===== src/hw/rtl/tac_pkg.sv =====
`default_nettype none
// ----------------------------------------------------------------------------
// tac_pkg
// Shared constants, types and helpers of the touch average/calibrate block.
// ----------------------------------------------------------------------------
package tac_pkg;

    // Sample averaging
    localparam int SAMPLES     = 4;
    localparam int SUM_W       = 16;
    localparam int CNT_W       = (SAMPLES > 1) ? $clog2(SAMPLES) : 1;
    // sum / SAMPLES as a multiply by a truncated reciprocal plus one fix-up
    localparam int RECIP_SHIFT = 20;
    localparam int RECIP_W     = RECIP_SHIFT + 1;
    localparam int RECIP       = (1 << RECIP_SHIFT) / SAMPLES;
    localparam int PROD_W      = SUM_W + RECIP_W;
    localparam int QFIX_W      = SUM_W + 5;

    // Field widths
    localparam int RAW_W       = 12;
    localparam int SIZE_W      = 11;
    localparam int PIX_W       = 10;
    localparam int AVG_LIMIT   = 4090;

    // Scale product and divider
    localparam int DIFF_W      = RAW_W + 1;
    localparam int MUL_W       = DIFF_W + SIZE_W + 1;
    localparam int MAG_W       = 22;
    localparam int DIV_STEPS   = MAG_W;
    localparam int STEP_W      = $clog2(DIV_STEPS);

    // Queue between front and back
    localparam int FIFO_DEPTH  = 2;
    localparam int FIFO_AW     = (FIFO_DEPTH > 1) ? $clog2(FIFO_DEPTH) : 1;

    // Register file
    localparam int ADDR_W      = 5;
    localparam int DATA_W      = 32;

    typedef logic [2:0] t_reg_idx;
    localparam t_reg_idx REG_H_MIN  = 3'd0;
    localparam t_reg_idx REG_H_MAX  = 3'd1;
    localparam t_reg_idx REG_V_MIN  = 3'd2;
    localparam t_reg_idx REG_V_MAX  = 3'd3;
    localparam t_reg_idx REG_WIDTH  = 3'd4;
    localparam t_reg_idx REG_HEIGHT = 3'd5;

    localparam logic [RAW_W-1:0]  RST_H_MIN  = RAW_W'(200);
    localparam logic [RAW_W-1:0]  RST_H_MAX  = RAW_W'(3750);
    localparam logic [RAW_W-1:0]  RST_V_MIN  = RAW_W'(300);
    localparam logic [RAW_W-1:0]  RST_V_MAX  = RAW_W'(3800);
    localparam logic [SIZE_W-1:0] RST_WIDTH  = SIZE_W'(320);
    localparam logic [SIZE_W-1:0] RST_HEIGHT = SIZE_W'(240);
    localparam logic [SIZE_W-1:0] SIZE_MAX   = SIZE_W'(1024);

    typedef struct packed {
        logic [RAW_W-1:0] avg_x;
        logic [RAW_W-1:0] avg_y;
    } t_pair;

    typedef struct packed {
        logic [RAW_W-1:0]  h_min;
        logic [RAW_W-1:0]  h_max;
        logic [RAW_W-1:0]  v_min;
        logic [RAW_W-1:0]  v_max;
        logic [SIZE_W-1:0] width;
        logic [SIZE_W-1:0] height;
    } t_cal;

    typedef enum logic [1:0] {
        F_ACC,
        F_MUL,
        F_FIX
    } t_front_state;

    typedef enum logic [2:0] {
        B_IDLE,
        B_MUL,
        B_START,
        B_WAIT,
        B_OUT
    } t_back_state;

    // Zero acts as one, anything above 1024 as 1024
    function automatic logic [SIZE_W-1:0] eff_size(input logic [SIZE_W-1:0] s);
        logic [SIZE_W-1:0] r;
        r = s;
        if (s == '0) begin
            r = SIZE_W'(1);
        end else if (s > SIZE_MAX) begin
            r = SIZE_MAX;
        end
        return r;
    endfunction

endpackage

`default_nettype wire


===== src/hw/rtl/tac_fifo.sv =====
`default_nettype none
// ----------------------------------------------------------------------------
// tac_fifo
// Short queue of averaged pairs between the front and the back.
// ----------------------------------------------------------------------------
module tac_fifo (
    input  wire logic          i_clk,
    input  wire logic          i_rst_n,
    input  wire logic          i_push,
    input  tac_pkg::t_pair     i_data,
    output logic               o_full,
    input  wire logic          i_pop,
    output tac_pkg::t_pair     o_data,
    output logic               o_empty
);
    import tac_pkg::*;

    t_pair              r_mem [FIFO_DEPTH];
    logic [FIFO_AW-1:0] r_wr;
    logic [FIFO_AW-1:0] r_rd;
    logic [FIFO_AW:0]   r_cnt;
    logic               do_push;
    logic               do_pop;

    assign o_full  = (r_cnt == (FIFO_AW+1)'(FIFO_DEPTH));
    assign o_empty = (r_cnt == '0);
    assign do_push = i_push && !o_full;
    assign do_pop  = i_pop && !o_empty;
    assign o_data  = r_mem[r_rd];

    always_ff @(posedge i_clk) begin
        if (do_push) begin
            r_mem[r_wr] <= i_data;
        end
    end

    always_ff @(posedge i_clk) begin
        if (!i_rst_n) begin
            r_wr  <= '0;
            r_rd  <= '0;
            r_cnt <= '0;
        end else begin
            if (do_push) begin
                r_wr <= (r_wr == FIFO_AW'(FIFO_DEPTH - 1)) ? '0 : r_wr + 1'b1;
            end
            if (do_pop) begin
                r_rd <= (r_rd == FIFO_AW'(FIFO_DEPTH - 1)) ? '0 : r_rd + 1'b1;
            end
            unique case ({do_push, do_pop})
                2'b10:   r_cnt <= r_cnt + 1'b1;
                2'b01:   r_cnt <= r_cnt - 1'b1;
                default: r_cnt <= r_cnt;
            endcase
        end
    end

endmodule

`default_nettype wire


===== src/hw/rtl/tac_front.sv =====
`default_nettype none
// ----------------------------------------------------------------------------
// tac_front
// Accepts sample pairs, sums them per burst and pushes the averages.
// ----------------------------------------------------------------------------
module tac_front (
    input  wire logic                      i_clk,
    input  wire logic                      i_rst_n,
    input  wire logic                      i_push,
    output logic                           o_full,
    input  wire logic                      i_pen_down,
    input  wire logic [tac_pkg::RAW_W-1:0] i_sample_x,
    input  wire logic [tac_pkg::RAW_W-1:0] i_sample_y,
    output logic                           o_q_push,
    output tac_pkg::t_pair                 o_q_data,
    input  wire logic                      i_q_full
);
    import tac_pkg::*;

    t_front_state       r_state;
    t_front_state       n_state;
    logic [SUM_W-1:0]   r_sum_x;
    logic [SUM_W-1:0]   r_sum_y;
    logic [CNT_W-1:0]   r_cnt;
    logic [PROD_W-1:0]  r_prod_x;
    logic [PROD_W-1:0]  r_prod_y;
    logic               accept;
    logic               last;
    logic [SUM_W-1:0]   add_x;
    logic [SUM_W-1:0]   add_y;
    logic [SUM_W-1:0]   q_x;
    logic [SUM_W-1:0]   q_y;

    // Quotient estimate is low by at most one
    function automatic logic [SUM_W-1:0] fix_quot(input logic [SUM_W-1:0]  sum,
                                                  input logic [PROD_W-1:0] prod);
        logic [SUM_W-1:0]  q0;
        logic [QFIX_W-1:0] back;
        logic [QFIX_W-1:0] rem;
        q0   = prod[RECIP_SHIFT +: SUM_W];
        back = QFIX_W'(q0) * QFIX_W'(SAMPLES);
        rem  = QFIX_W'(sum) - back;
        return (rem >= QFIX_W'(SAMPLES)) ? q0 + 1'b1 : q0;
    endfunction

    assign accept = i_push && !o_full;
    assign last   = ((CNT_W+1)'(r_cnt) + 1'b1) >= (CNT_W+1)'(SAMPLES);
    assign add_x  = r_sum_x + SUM_W'(i_sample_x);
    assign add_y  = r_sum_y + SUM_W'(i_sample_y);
    assign q_x    = fix_quot(r_sum_x, r_prod_x);
    assign q_y    = fix_quot(r_sum_y, r_prod_y);

    always_comb begin
        n_state = r_state;
        unique case (r_state)
            F_ACC: begin
                if (accept && i_pen_down && last) begin
                    n_state = F_MUL;
                end
            end
            F_MUL: n_state = F_FIX;
            F_FIX: begin
                if (!i_q_full) begin
                    n_state = F_ACC;
                end
            end
            default: n_state = F_ACC;
        endcase
    end

    always_comb begin
        o_full         = (r_state != F_ACC);
        o_q_push       = (r_state == F_FIX) && !i_q_full;
        o_q_data.avg_x = q_x[RAW_W-1:0];
        o_q_data.avg_y = q_y[RAW_W-1:0];
    end

    always_ff @(posedge i_clk) begin
        if (!i_rst_n) begin
            r_state <= F_ACC;
            r_sum_x <= '0;
            r_sum_y <= '0;
            r_cnt   <= '0;
        end else begin
            r_state <= n_state;
            if (accept) begin
                if (!i_pen_down) begin
                    r_sum_x <= '0;
                    r_sum_y <= '0;
                    r_cnt   <= '0;
                end else begin
                    r_sum_x <= add_x;
                    r_sum_y <= add_y;
                    if (!last) begin
                        r_cnt <= r_cnt + 1'b1;
                    end
                end
            end else if (o_q_push) begin
                r_sum_x <= '0;
                r_sum_y <= '0;
                r_cnt   <= '0;
            end
        end
    end

    always_ff @(posedge i_clk) begin
        if (r_state == F_MUL) begin
            r_prod_x <= PROD_W'(r_sum_x) * PROD_W'(RECIP);
            r_prod_y <= PROD_W'(r_sum_y) * PROD_W'(RECIP);
        end
    end

endmodule

`default_nettype wire


===== src/hw/rtl/tac_div.sv =====
`default_nettype none
// ----------------------------------------------------------------------------
// tac_div
// Restoring unsigned divider, one quotient bit per cycle.
// ----------------------------------------------------------------------------
module tac_div (
    input  wire logic                      i_clk,
    input  wire logic                      i_rst_n,
    input  wire logic                      i_start,
    input  wire logic [tac_pkg::MAG_W-1:0] i_dividend,
    input  wire logic [tac_pkg::RAW_W-1:0] i_divisor,
    output logic                           o_done,
    output logic [tac_pkg::MAG_W-1:0]      o_quot
);
    import tac_pkg::*;

    logic              r_busy;
    logic              r_done;
    logic [STEP_W-1:0] r_step;
    logic [RAW_W-1:0]  r_div;
    logic [RAW_W-1:0]  r_rem;
    logic [MAG_W-1:0]  r_quo;
    logic [RAW_W:0]    trial;
    logic              ge;

    assign trial  = {r_rem, r_quo[MAG_W-1]};
    assign ge     = trial >= {1'b0, r_div};
    assign o_done = r_done;
    assign o_quot = r_quo;

    always_ff @(posedge i_clk) begin
        if (!i_rst_n) begin
            r_busy <= 1'b0;
            r_done <= 1'b0;
            r_step <= '0;
        end else begin
            r_done <= 1'b0;
            if (i_start) begin
                r_busy <= 1'b1;
                r_step <= '0;
            end else if (r_busy) begin
                r_step <= r_step + 1'b1;
                if (r_step == STEP_W'(DIV_STEPS - 1)) begin
                    r_busy <= 1'b0;
                    r_done <= 1'b1;
                end
            end
        end
    end

    always_ff @(posedge i_clk) begin
        if (i_start) begin
            r_div <= i_divisor;
            r_rem <= '0;
            r_quo <= i_dividend;
        end else if (r_busy) begin
            r_rem <= ge ? RAW_W'(trial - {1'b0, r_div}) : trial[RAW_W-1:0];
            r_quo <= {r_quo[MAG_W-2:0], ge};
        end
    end

endmodule

`default_nettype wire


===== src/hw/rtl/tac_back.sv =====
`default_nettype none
// ----------------------------------------------------------------------------
// tac_back
// Checks averages, scales both axes through the divider, holds the result.
// ----------------------------------------------------------------------------
module tac_back (
    input  wire logic                      i_clk,
    input  wire logic                      i_rst_n,
    input  tac_pkg::t_cal                  i_cal,
    input  wire logic                      i_q_empty,
    input  tac_pkg::t_pair                 i_q_data,
    output logic                           o_q_pop,
    output logic                           o_empty,
    input  wire logic                      i_pop,
    output logic                           o_touch_valid,
    output logic [tac_pkg::RAW_W-1:0]      o_avg_x,
    output logic [tac_pkg::RAW_W-1:0]      o_avg_y,
    output logic [tac_pkg::PIX_W-1:0]      o_screen_x,
    output logic [tac_pkg::PIX_W-1:0]      o_screen_y
);
    import tac_pkg::*;

    t_back_state        r_state;
    t_back_state        n_state;
    logic               r_axis;
    logic [RAW_W-1:0]   r_ax;
    logic [RAW_W-1:0]   r_ay;
    logic               r_valid;
    logic [PIX_W-1:0]   r_px;
    logic [PIX_W-1:0]   r_py;
    logic               r_neg;
    logic [MAG_W-1:0]   r_mag;
    logic [RAW_W-1:0]   r_span;
    logic [SIZE_W-1:0]  r_size;
    logic               r_out_full;
    logic               div_start;
    logic               div_done;
    logic [MAG_W-1:0]   div_quot;
    logic               in_valid;
    logic [RAW_W-1:0]   sel_avg;
    logic [RAW_W-1:0]   sel_min;
    logic [RAW_W-1:0]   sel_max;
    logic [SIZE_W-1:0]  sel_size;
    logic signed [DIFF_W-1:0] diff;
    logic signed [MUL_W-1:0]  prod;
    logic [MUL_W-1:0]   prod_abs;
    logic [SIZE_W-1:0]  pix;

    // Range and calibration check on the queue head
    assign in_valid = (i_q_data.avg_x != '0) && (i_q_data.avg_y != '0)
                   && (i_q_data.avg_x <= RAW_W'(AVG_LIMIT))
                   && (i_q_data.avg_y <= RAW_W'(AVG_LIMIT))
                   && (i_cal.h_max > i_cal.h_min) && (i_cal.v_max > i_cal.v_min);

    // Axis 0: screen X from the Y average; axis 1: screen Y from the X average
    always_comb begin
        if (!r_axis) begin
            sel_avg  = r_ay;
            sel_min  = i_cal.h_min;
            sel_max  = i_cal.h_max;
            sel_size = eff_size(i_cal.width);
        end else begin
            sel_avg  = r_ax;
            sel_min  = i_cal.v_min;
            sel_max  = i_cal.v_max;
            sel_size = eff_size(i_cal.height);
        end
        diff     = $signed({1'b0, sel_avg}) - $signed({1'b0, sel_min});
        prod     = MUL_W'(diff) * $signed({{(MUL_W-SIZE_W){1'b0}}, sel_size});
        prod_abs = prod[MUL_W-1] ? MUL_W'(-prod) : MUL_W'(prod);
    end

    // Inversion and clamp: size - q, limited to 0..size-1
    always_comb begin
        priority if (r_neg || div_quot == '0) begin
            pix = r_size - 1'b1;
        end else if (div_quot >= MAG_W'(r_size)) begin
            pix = '0;
        end else begin
            pix = r_size - div_quot[SIZE_W-1:0];
        end
    end

    always_comb begin
        n_state = r_state;
        unique case (r_state)
            B_IDLE: begin
                if (!i_q_empty && !r_out_full) begin
                    n_state = in_valid ? B_MUL : B_OUT;
                end
            end
            B_MUL:   n_state = B_START;
            B_START: n_state = B_WAIT;
            B_WAIT: begin
                if (div_done) begin
                    n_state = r_axis ? B_OUT : B_MUL;
                end
            end
            B_OUT:   n_state = B_IDLE;
            default: n_state = B_IDLE;
        endcase
    end

    always_comb begin
        o_q_pop   = (r_state == B_IDLE) && !i_q_empty && !r_out_full;
        div_start = (r_state == B_START);
    end

    always_ff @(posedge i_clk) begin
        if (!i_rst_n) begin
            r_state    <= B_IDLE;
            r_out_full <= 1'b0;
            r_axis     <= 1'b0;
        end else begin
            r_state <= n_state;
            if (r_state == B_OUT) begin
                r_out_full <= 1'b1;
            end else if (i_pop && r_out_full) begin
                r_out_full <= 1'b0;
            end
            if (o_q_pop) begin
                r_axis <= 1'b0;
            end else if (r_state == B_WAIT && div_done) begin
                r_axis <= 1'b1;
            end
        end
    end

    always_ff @(posedge i_clk) begin
        if (o_q_pop) begin
            r_ax    <= i_q_data.avg_x;
            r_ay    <= i_q_data.avg_y;
            r_valid <= in_valid;
            r_px    <= '0;
            r_py    <= '0;
        end
        if (r_state == B_MUL) begin
            r_neg  <= prod[MUL_W-1];
            r_mag  <= prod_abs[MAG_W-1:0];
            r_span <= sel_max - sel_min;
            r_size <= sel_size;
        end
        if (r_state == B_WAIT && div_done) begin
            if (!r_axis) begin
                r_px <= pix[PIX_W-1:0];
            end else begin
                r_py <= pix[PIX_W-1:0];
            end
        end
        if (r_state == B_OUT) begin
            o_touch_valid <= r_valid;
            o_avg_x       <= r_ax;
            o_avg_y       <= r_ay;
            o_screen_x    <= r_px;
            o_screen_y    <= r_py;
        end
    end

    assign o_empty = !r_out_full;

    tac_div u_div (
        .i_clk      (i_clk),
        .i_rst_n    (i_rst_n),
        .i_start    (div_start),
        .i_dividend (r_mag),
        .i_divisor  (r_span),
        .o_done     (div_done),
        .o_quot     (div_quot)
    );

endmodule

`default_nettype wire


===== src/hw/rtl/touch_average_calibrate.sv =====
`default_nettype none
// ----------------------------------------------------------------------------
// touch_average_calibrate
// Averages raw touch samples and maps them to calibrated pixel coordinates.
// ----------------------------------------------------------------------------
// Usage:
//   Input queue (push/full): one raw X/Y pair per item with a pen-down flag.
//   A pen-up item clears the partial burst and yields nothing. Every SAMPLES
//   pen-down items yield one result item on the output queue (empty/pop).
//   Result: averages, valid flag, and screen X/Y (both zero when invalid).
//   Timing: full stays low while the non-final items of a burst are taken. The
//   final item of a burst raises full through the reciprocal multiply, then
//   the fix-up and push to a two-entry queue. A valid burst runs through the
//   back end as the queue pop, then per axis a multiply state, a divider
//   load state and the 22-step radix-2 divider and its done flag, then the
//   output load. An invalid burst goes from the queue pop straight to the
//   output load. The result shows on the ports the cycle after the output
//   load.
//   Stalls: a result waits in the output register until popped; the front
//   keeps accepting into the queue meanwhile, and after a final item full
//   stays up while the queue is full.
//   Reset (synchronous, i_rst_n low): sums, counts, queues cleared, and the
//   calibration registers return to their defaults. APB writes are meant
//   for an idle block; pready is always high.
// ----------------------------------------------------------------------------
module touch_average_calibrate (
    input  wire logic                       i_clk,
    input  wire logic                       i_rst_n,
    // input queue
    input  wire logic                       push,
    output logic                            full,
    input  wire logic                       i_pen_down,
    input  wire logic [tac_pkg::RAW_W-1:0]  i_sample_x,
    input  wire logic [tac_pkg::RAW_W-1:0]  i_sample_y,
    // result queue
    output logic                            empty,
    input  wire logic                       pop,
    output logic                            o_touch_valid,
    output logic [tac_pkg::RAW_W-1:0]       o_avg_x,
    output logic [tac_pkg::RAW_W-1:0]       o_avg_y,
    output logic [tac_pkg::PIX_W-1:0]       o_screen_x,
    output logic [tac_pkg::PIX_W-1:0]       o_screen_y,
    // APB register port
    input  wire logic                       psel,
    input  wire logic                       penable,
    input  wire logic                       pwrite,
    input  wire logic [tac_pkg::ADDR_W-1:0] paddr,
    input  wire logic [tac_pkg::DATA_W-1:0] pwdata,
    output logic [tac_pkg::DATA_W-1:0]      prdata,
    output logic                            pready
);
    import tac_pkg::*;

    t_cal     r_cal;
    t_reg_idx reg_idx;
    logic     wr_en;
    logic     q_push;
    logic     q_full;
    logic     q_pop;
    logic     q_empty;
    t_pair    q_wdata;
    t_pair    q_rdata;

    // ---- register file --------------------------------------------------
    assign pready  = 1'b1;
    assign reg_idx = paddr[4:2];
    assign wr_en   = psel && penable && pwrite && pready;

    always_ff @(posedge i_clk) begin
        if (!i_rst_n) begin
            r_cal.h_min  <= RST_H_MIN;
            r_cal.h_max  <= RST_H_MAX;
            r_cal.v_min  <= RST_V_MIN;
            r_cal.v_max  <= RST_V_MAX;
            r_cal.width  <= RST_WIDTH;
            r_cal.height <= RST_HEIGHT;
        end else if (wr_en) begin
            unique case (reg_idx)
                REG_H_MIN:  r_cal.h_min  <= pwdata[RAW_W-1:0];
                REG_H_MAX:  r_cal.h_max  <= pwdata[RAW_W-1:0];
                REG_V_MIN:  r_cal.v_min  <= pwdata[RAW_W-1:0];
                REG_V_MAX:  r_cal.v_max  <= pwdata[RAW_W-1:0];
                REG_WIDTH:  r_cal.width  <= pwdata[SIZE_W-1:0];
                REG_HEIGHT: r_cal.height <= pwdata[SIZE_W-1:0];
                default:    ;  // unmapped index: ignored
            endcase
        end
    end

    always_comb begin
        unique case (reg_idx)
            REG_H_MIN:  prdata = DATA_W'(r_cal.h_min);
            REG_H_MAX:  prdata = DATA_W'(r_cal.h_max);
            REG_V_MIN:  prdata = DATA_W'(r_cal.v_min);
            REG_V_MAX:  prdata = DATA_W'(r_cal.v_max);
            REG_WIDTH:  prdata = DATA_W'(r_cal.width);
            REG_HEIGHT: prdata = DATA_W'(r_cal.height);
            default:    prdata = '0;
        endcase
    end

    // ---- front: accumulate and average ------------------------------------
    tac_front u_front (
        .i_clk      (i_clk),
        .i_rst_n    (i_rst_n),
        .i_push     (push),
        .o_full     (full),
        .i_pen_down (i_pen_down),
        .i_sample_x (i_sample_x),
        .i_sample_y (i_sample_y),
        .o_q_push   (q_push),
        .o_q_data   (q_wdata),
        .i_q_full   (q_full)
    );

    // ---- decoupling queue ------------------------------------------------
    tac_fifo u_fifo (
        .i_clk   (i_clk),
        .i_rst_n (i_rst_n),
        .i_push  (q_push),
        .i_data  (q_wdata),
        .o_full  (q_full),
        .i_pop   (q_pop),
        .o_data  (q_rdata),
        .o_empty (q_empty)
    );

    // ---- back: check, scale, invert, clamp, hold result -------------------
    tac_back u_back (
        .i_clk         (i_clk),
        .i_rst_n       (i_rst_n),
        .i_cal         (r_cal),
        .i_q_empty     (q_empty),
        .i_q_data      (q_rdata),
        .o_q_pop       (q_pop),
        .o_empty       (empty),
        .i_pop         (pop),
        .o_touch_valid (o_touch_valid),
        .o_avg_x       (o_avg_x),
        .o_avg_y       (o_avg_y),
        .o_screen_x    (o_screen_x),
        .o_screen_y    (o_screen_y)
    );

    // ---- checks -------------------------------------------------------------
    // front never pushes into a full queue
    a_no_overflow: assert property (@(posedge i_clk) disable iff (!i_rst_n)
        !(q_push && q_full))
        else $error("average pushed into full queue");

    // back never pops an empty queue
    a_no_underflow: assert property (@(posedge i_clk) disable iff (!i_rst_n)
        !(q_pop && q_empty))
        else $error("back popped empty queue");

    // an invalid touch carries zero coordinates
    a_invalid_zero: assert property (@(posedge i_clk) disable iff (!i_rst_n)
        (!empty && !o_touch_valid) |-> (o_screen_x == '0 && o_screen_y == '0))
        else $error("invalid result with nonzero coordinates");

endmodule

`default_nettype wire


===== config.mk =====
export PLATFORM = sky130hd
export DESIGN_NAME = touch_average_calibrate
export DESIGN_NICKNAME = d
export VERILOG_FILES = /design/src/hw/rtl/tac_pkg.sv /design/src/hw/rtl/tac_fifo.sv /design/src/hw/rtl/tac_front.sv /design/src/hw/rtl/tac_div.sv /design/src/hw/rtl/tac_back.sv /design/src/hw/rtl/touch_average_calibrate.sv
export SDC_FILE = /design/constraint.sdc
export NUM_CORES = 1
export LEC_CHECK = 0
export BUFFER_PORTS_ARGS = -buffer_cell sky130_fd_sc_hd__buf_2
export CAP_MARGIN = 20
export CELL_PAD_IN_SITES_DETAIL_PLACEMENT = 0
export CELL_PAD_IN_SITES_GLOBAL_PLACEMENT = 1
export CORE_ASPECT_RATIO = 0.9
export CORE_MARGIN = 4
export CORE_UTILIZATION = 25
export DETAILED_ROUTE_END_ITERATION = 6
export GPL_TIMING_DRIVEN = 0
export HOLD_SLACK_MARGIN = 0.1
export PLACE_DENSITY_LB_ADDON = 0.1
export SYNTH_ARGS = -nofsm -noshare
export SYNTH_HDL_FRONTEND = slang
export SYNTH_SLANG_ARGS = --single-unit

===== constraint.sdc =====
create_clock -name i_clk -period 18.6 [get_ports i_clk]
set_input_delay 0 -clock i_clk [delete_from_list [all_inputs] [get_ports i_clk]]
set_output_delay 0 -clock i_clk [all_outputs]
set_load 0.02 [all_outputs]

==> Word-level counts from Yosys, hierarchy flattened <==
Memory sizes are Yosys's and may differ from the RTL's. A register that Yosys moved wholly into a read port is not among the register bits.
Index checks and enable logic that the tools add are counted.
{ "totals": {"input_bits": 69, "ramBits": 48, "mem_count": 1, "register_bits": 336} }
{ "classes": {"n_bitwise": 2, "n_mul": 1, "n_lt_le_gt_ge": 11, "reduce_logical": 49, "mux": 53, "n_addsub": 19, "eq_ne": 20} }
{ "memory_table": {"columns": ["memory", "words", "width", "rd", "rd_ports_with_merged_regs", "wr", "line", "text"], "rows": [
  ["u_fifo.r_mem", 2, 24, 1, 1, 1, "tac_fifo.sv:18", "t_pair r_mem [FIFO_DEPTH];"]
]} }
{ "ops": {"columns": ["operator", "count"], "rows": [
  ["2-to-1 mux 10 bit", 8],
  ["2-to-1 mux 16 bit", 5],
  ["2-to-1 mux 12 bit", 6],
  ["case mux 12 bit (6 select lines)", 1],
  ["2-to-1 mux 22 bit", 3],
  ["2-to-1 mux 11 bit", 5],
  [">= comparator 21 x 3 -> 1 bit (second input constant)", 2],
  ["subtractor 16 x 16 -> 17 bit", 2],
  ["adder 16 x 12 -> 16 bit", 2],
  ["multiplier 13 x 12 -> 25 bit", 1],
  ["adder 12 x 1 -> 12 bit (second input constant)", 2],
  ["> comparator 12 bit", 2],
  ["<= comparator 12 bit (second input constant)", 2],
  ["nonzero test 12 bit", 2],
  ["subtractor 12 bit", 2],
  [">= comparator 22 x 11 -> 1 bit", 1],
  ["> comparator 11 bit (second input constant)", 2],
  ["logical NOT 11 bit", 2],
  ["logical NOT 22 bit", 1],
  ["negation 22 bit", 1],
  ["logical AND 1 bit", 18],
  ["AND reduction 2 bit", 9],
  [">= comparator 13 x 12 -> 1 bit", 1],
  ["subtractor 12 x 12 -> 13 bit", 1],
  ["other kinds (31)", 74]
]} }

==> Logic depth before layout (Yosys ltp) <==
{ "logic_depth": {"word_depth": 9, "depth_mapped": 36} }

==> By module <==
A second synthesis with hierarchy kept.
{ "unflattened": {"hier_cells": 2755, "area_unflattened_um2": 27381.3} }
{ "by_module_without_submodules": {"columns": ["module", "n_inst", "cells_each", "seq_area_each_um2", "area_each_um2"], "rows": [
  ["tac_back", 1, 1418, 3983.8, 13812.0],
  ["tac_front", 1, 619, 1561.5, 5386.4],
  ["touch_average_calibrate", 1, 370, 1401.3, 3484.6],
  ["tac_div", 1, 247, 1401.3, 2735.1],
  ["tac_fifo", 1, 101, 1541.5, 1963.1]
]} }

==> Worst setup path after synthesis <==
No wires, ideal clock.
{ "synth_timing": {"path_type": "reg2reg", "startpoint": "reg u_back.r_axis", "endpoint": "reg u_back.r_mag[21] (data pin)", "t_arrival_ns": 9.069, "synth_period_minus_slack_ns": 9.330, "path_stages_with_launch": 36, "slack_ns": 9.270, "cell_sequence": "dfxtp_1 > buf_1 > buf_1 > clkbuf_1 > mux2i_1 > ha_1 > fa_1 > nor2b_1 > o21ai_1 > a21boi_1 > o21ai_1 > a21boi_1 > o21a_1 > or2_2 > clkbuf_1 > xor2_1 > nand2_1 > fa_1 > fa_1 > inv_1 > fa_1 > fa_1 > inv_1 > fa_1 > inv_1 > ha_1 > buf_6 > a21o_1 > or4b_4 > a21oi_2 > o31ai_1 > xor2_1 > or4_4 > nand4bb_4 > o31ai_4 > xnor2_1"} }
{ "synth_between": {"elab_chain_len": 5} }
{ "synth_lines": {"columns": ["item", "line", "text"], "rows": [
  ["start: declaration", "tac_back.sv:25", "logic r_axis;"],
  ["start signal: assignment", "tac_back.sv:113", "r_axis <= 1'b0;"],
  ["start signal: assignment", "tac_back.sv:122", "r_axis <= 1'b0;"],
  ["start signal: assignment", "tac_back.sv:124", "r_axis <= 1'b1;"],
  ["2-to-1 mux 12 bit", "tac_back.sv:57", "if (!r_axis) begin"],
  ["subtractor 12 x 12 -> 13 bit", "tac_back.sv:68", "diff = $signed({1'b0, sel_avg}) - $signed({1'b0, sel_min});"],
  ["multiplier 13 x 12 -> 25 bit (*)", "tac_back.sv:69", "prod = MUL_W'(diff) * $signed({{(MUL_W-SIZE_W){1'b0}}, sel_size});"],
  ["negation 22 bit", "tac_back.sv:70", "prod_abs = prod[MUL_W-1] ? MUL_W'(-prod) : MUL_W'(prod);"],
  ["2-to-1 mux 22 bit (*)", "tac_back.sv:70", null],
  ["named net u_back.prod_abs[21]", "tac_back.sv:46", "logic [MUL_W-1:0] prod_abs;"],
  ["end signal: assignment", "tac_back.sv:139", "r_mag <= prod_abs[MAG_W-1:0];"],
  ["end: declaration", "tac_back.sv:32", "logic [MAG_W-1:0] r_mag;"]
]} }
The timed path passes the listed nets; every way through them passes the cells marked *.
A chain may end at the register's enable or synchronous reset.

==> Final worst setup path <==
{ "layout_timing": {"startpoint": "reg u_back.r_axis", "endpoint": "reg u_back.r_mag[20] (data pin)"} }
{ "layout_rtl": {"columns": ["item", "line", "text"], "rows": [
  ["2-to-1 mux 12 bit", "tac_back.sv:57", null],
  ["subtractor 12 x 12 -> 13 bit", "tac_back.sv:68", null],
  ["multiplier 13 x 12 -> 25 bit (*)", "tac_back.sv:69", null],
  ["named net u_back.prod[24]", "tac_back.sv:45", "logic signed [MUL_W-1:0] prod;"],
  ["2-to-1 mux 22 bit (*)", "tac_back.sv:70", null],
  ["named net u_back.prod_abs[20]", "tac_back.sv:46", null]
]} }
Marked as above.

==> metrics.csv <==
metric;value;unit
fmax;83.7;MHz
critPathCaptureType;flip-flop;
reg2reg_from;u_back.r_axis$_SDFFE_PP0P_;
relSlewSlack;20.4;%
drive_above_1_share;9.36;%
synth_edf_count;226;
worstPathArrival;12240;ps
cts_tree;built;
die_x;353;um
crit_required;18900;ps
grt_max_degree;27;
cp_common_cell;fa_1;
nets;3465;
viasPerCell;4.58;
crit_type;flip-flop to flip-flop;
hold_viol_final;0;
max_cap_viol_count;0;
place_area;29200;um2
synth_warnings;0;
ys_types;85;
holdPathEnd;r_cal[49]$_SDFFE_PN0P_;
drt_iter0_markers;1080;
final_cell_area;31500;um2
pwr_density_cell;115;nW/um2
r2r-end;u_back.r_mag[20]$_DFFE_PP_;
die_area;112000;um2
grt_pass1_wl;132;mm
period_share;64.2;%
ant_nets;0;
dp_hpwl;69.5;mm
syn_area_per_cell;9.52;um2
place_congestion;0.820;
first_global_vias;21006;
netlist_instances;2808;
clkSinkCount;381;
htreeDepth;2;
holdWs;145;ps
critPathSlowestCell;clkbuf_1;
min-delay-start;paddr[2];
grt_util_all_layers;15.2;%
num_rows;113;
yosysSeqAreaShare;37.0;%
area_delta_synth_final;17.8;%
fillCellCount;11135;
post-route-min-period;11950;ps
synth_seq_cells;381;
ys.flop_type;edfxtp_1;
synth.cell_area;26700;um2
drv_slew;0;
cts_root_buf;clkbuf_16;
cpPeakStageDelay;760;ps
outcome;finished, final reports clean;
r2r_slack;6650;ps
post-cts-setup-buffers;0;
cts_buffer_depth;3;
finalWirelength;85.7;mm
overflow;0;
drc;0;
setup_viol;0;
whs_path_depth;5;
port_buffers;103;
clkTransAtPathRegs;50;ps
hp-class;input port to flip-flop;
clk-insertion-delay-late;580;ps
cp-start-kind;flip-flop;
rsz0062_at_grt;no;
power.leakage;13.0;nW
cts_made_buffers;47;
tightest_slew;1190;ps
pin_count;149;
vias;20533;
core_region_area;106000;um2
ff2ff_path_depth;35;
skew;16.6;ps
antenna_found_initial;0;
tns;0;ps
path_max_fanout;10;
seq_area;9890;um2
worst_ir_drop_vdd;0.0941;mV
die_y;318;um
drt-pass1-iter-count;5;
start_util;25.2;%
async_flop_share;0;%
wl_per_cell;19.1;um
multi_input_area;15000;um2
sequential cells by signal, summed over array words and instances, names as in the netlist, 5 cells and up, named ones only:
register and flops:
u_back.r_size 11, u_back.u_div.r_rem 12, u_back.u_div.r_step 5, u_back.u_div.r_div 12, u_back.r_px 10, u_fifo.r_mem 48
u_back.r_span 12, u_front.r_sum_y 16, u_back.r_py 10, u_back.r_ay 12, u_back.r_mag 22, u_front.r_sum_x 16
u_back.o_screen_x 10, u_back.o_avg_x 12, u_front.r_prod_y 14, u_back.o_avg_y 12, u_back.u_div.o_quot 22, u_front.r_prod_x 14
r_cal 70, u_back.r_ax 12, u_back.o_screen_y 10
layer usage:
metal	wire [um]	GRT usage (%)
met1	45100	23.2
met5	0	0
met4	1050	2.36
met2	36300	23.0
met3	3230	1.96
where the power goes:
part	leakage [nW]	internal, W	switching (W)
sequential	3.27	0.00105	0.0000652
combinational	8.96	0.000613	0.000969
clock	0.770	0.000558	0.000380
stage by stage:
step / total power (W) / setup slack, ps / cells / utilization, %
2_1_floorplan: 0.00226 / 9270 / 2827 / -
3_3_place_gp: 0.00272 / 6490 / 4310 / 27.4
3_5_place_dp: 0.00272 / 6530 / 4324 / 27.6
4_1_cts: 0.00370 / 6510 / 4477 / 29.7
5_1_grt: 0.00392 / 5800 / 4478 / 29.7
6_report: 0.00364 / 6650 / 4480 / 29.7
critical path, delay by kind of cell (launching register included):
kind / cells / cell delay, ps
AOI/OAI and AO/OA: 11 / 2410
buffers and inverters: 8 / 2770
and+or+nand+nor: 4 / 490
DFF: 1 / 410
muxes: 1 / 260
adders and majority gates: 8 / 3650
xor gates and xnor gates: 3 / 1630
worst max path at each step:
stage / startpoint / end / cells after the start
after global placement: u_back.r_axis$_SDFFE_PP0P_ / u_back.r_mag[20]$_DFFE_PP_ / 35
after floorplan: u_back.r_axis$_SDFFE_PP0P_ / u_back.r_mag[21]$_DFFE_PP_ / 35
after CTS: u_back.r_axis$_SDFFE_PP0P_ / u_back.r_mag[20]$_DFFE_PP_ / 35
final: u_back.r_axis$_SDFFE_PP0P_ / u_back.r_mag[20]$_DFFE_PP_ / 35
after detailed placement: u_back.r_axis$_SDFFE_PP0P_ / u_back.r_mag[20]$_DFFE_PP_ / 35
after global routing: u_back.r_axis$_SDFFE_PP0P_ / u_back.r_mag[20]$_DFFE_PP_ / 35
what timing repair did:
action / CTS / global route
hold buffers: 65 / 0
setup endpoints to repair: 0 / 0
hold endpoints to repair: 102 / 0
resized for setup: 0 / 0
synthesized netlist by cell type, types with 10 or more instances:
| master | n | area (um2) |
|---|---|---|
| o21bai_1 | 13 | 97.6 |
| mux2i_1 | 77 | 771 |
| a31oi_1 | 34 | 213 |
| edfxtp_1 | 226 | 6790 |
| inv_1 | 357 | 1340 |
| dfxtp_1 | 155 | 3100 |
| a21oi_1 | 139 | 696 |
| a22oi_1 | 29 | 218 |
| buf_1 | 13 | 48.8 |
| o221ai_1 | 10 | 87.6 |
| nor2b_1 | 29 | 181 |
| buf_4 | 21 | 158 |
| and3_1 | 24 | 150 |
| nand2b_1 | 42 | 263 |
| xnor2_1 | 97 | 850 |
| mux2_2 | 40 | 450 |
| and2_1 | 25 | 156 |
| nor4_1 | 17 | 106 |
| xor2_1 | 34 | 298 |
| nor3_1 | 47 | 235 |
| a211oi_1 | 11 | 82.6 |
| o21a_1 | 16 | 120 |
| nand2_1 | 340 | 1280 |
| fa_1 | 142 | 2840 |
| ha_1 | 195 | 2440 |
| a21o_1 | 28 | 210 |
| clkbuf_1 | 79 | 297 |
| nand4_1 | 36 | 225 |
| or3_1 | 16 | 100 |
| o211ai_1 | 17 | 128 |
| nand3_1 | 62 | 310 |
| o31ai_1 | 11 | 82.6 |
| nor2_1 | 178 | 668 |
| o21ai_0 | 103 | 515 |
area by class of cell:
cell class	instances	area share, %
diodes	2	0.0159
plain buffers	119	1.73
clock buffers	68	4.48
clock inverters	20	0.580
inverters	359	4.28
multi-input cells	1968	47.8
flip-flops and latches	381	31.4
well taps	1380	5.48
repair buffers	183	4.26
cells in the final DEF (no fill, tap or decap), types with 40 or more instances in the layout:
| cell type | instances |
|---|---|
| o21ai_0 | 103 |
| buf_2 | 108 |
| a21oi_1 | 139 |
| clkbuf_16 | 52 |
| inv_1 | 357 |
| nand2b_1 | 42 |
| nor3_1 | 47 |
| mux2_2 | 40 |
| xnor2_1 | 97 |
| edfxtp_1 | 226 |
| ha_1 | 195 |
| clkbuf_1 | 90 |
| dfxtp_1 | 155 |
| nand2_1 | 340 |
| mux2i_1 | 77 |
| nor2_1 | 176 |
| fa_1 | 142 |
| nand3_1 | 62 |
| dlygate4sd3_1 | 65 |
cell families (layout without fill, tap and decap cells):
family                   count (synthesis)  in the layout  share of synthesized area [%]
flip-flops                             381            381                           37.0
buffers and inverters                  478            749                           7.08
other                                    2             23                         0.0281
multiplexers                           118            118                           4.65
XOR/XNOR                               132            132                           4.39
AND/OR/NAND/NOR                        856            856                           15.0
adder cells (fa/ha/maj)                337            337                           19.8
AO/OA/AOI/OAI                          504            504                           12.1
No activity file was read; power rests on OpenSTA's default activity.
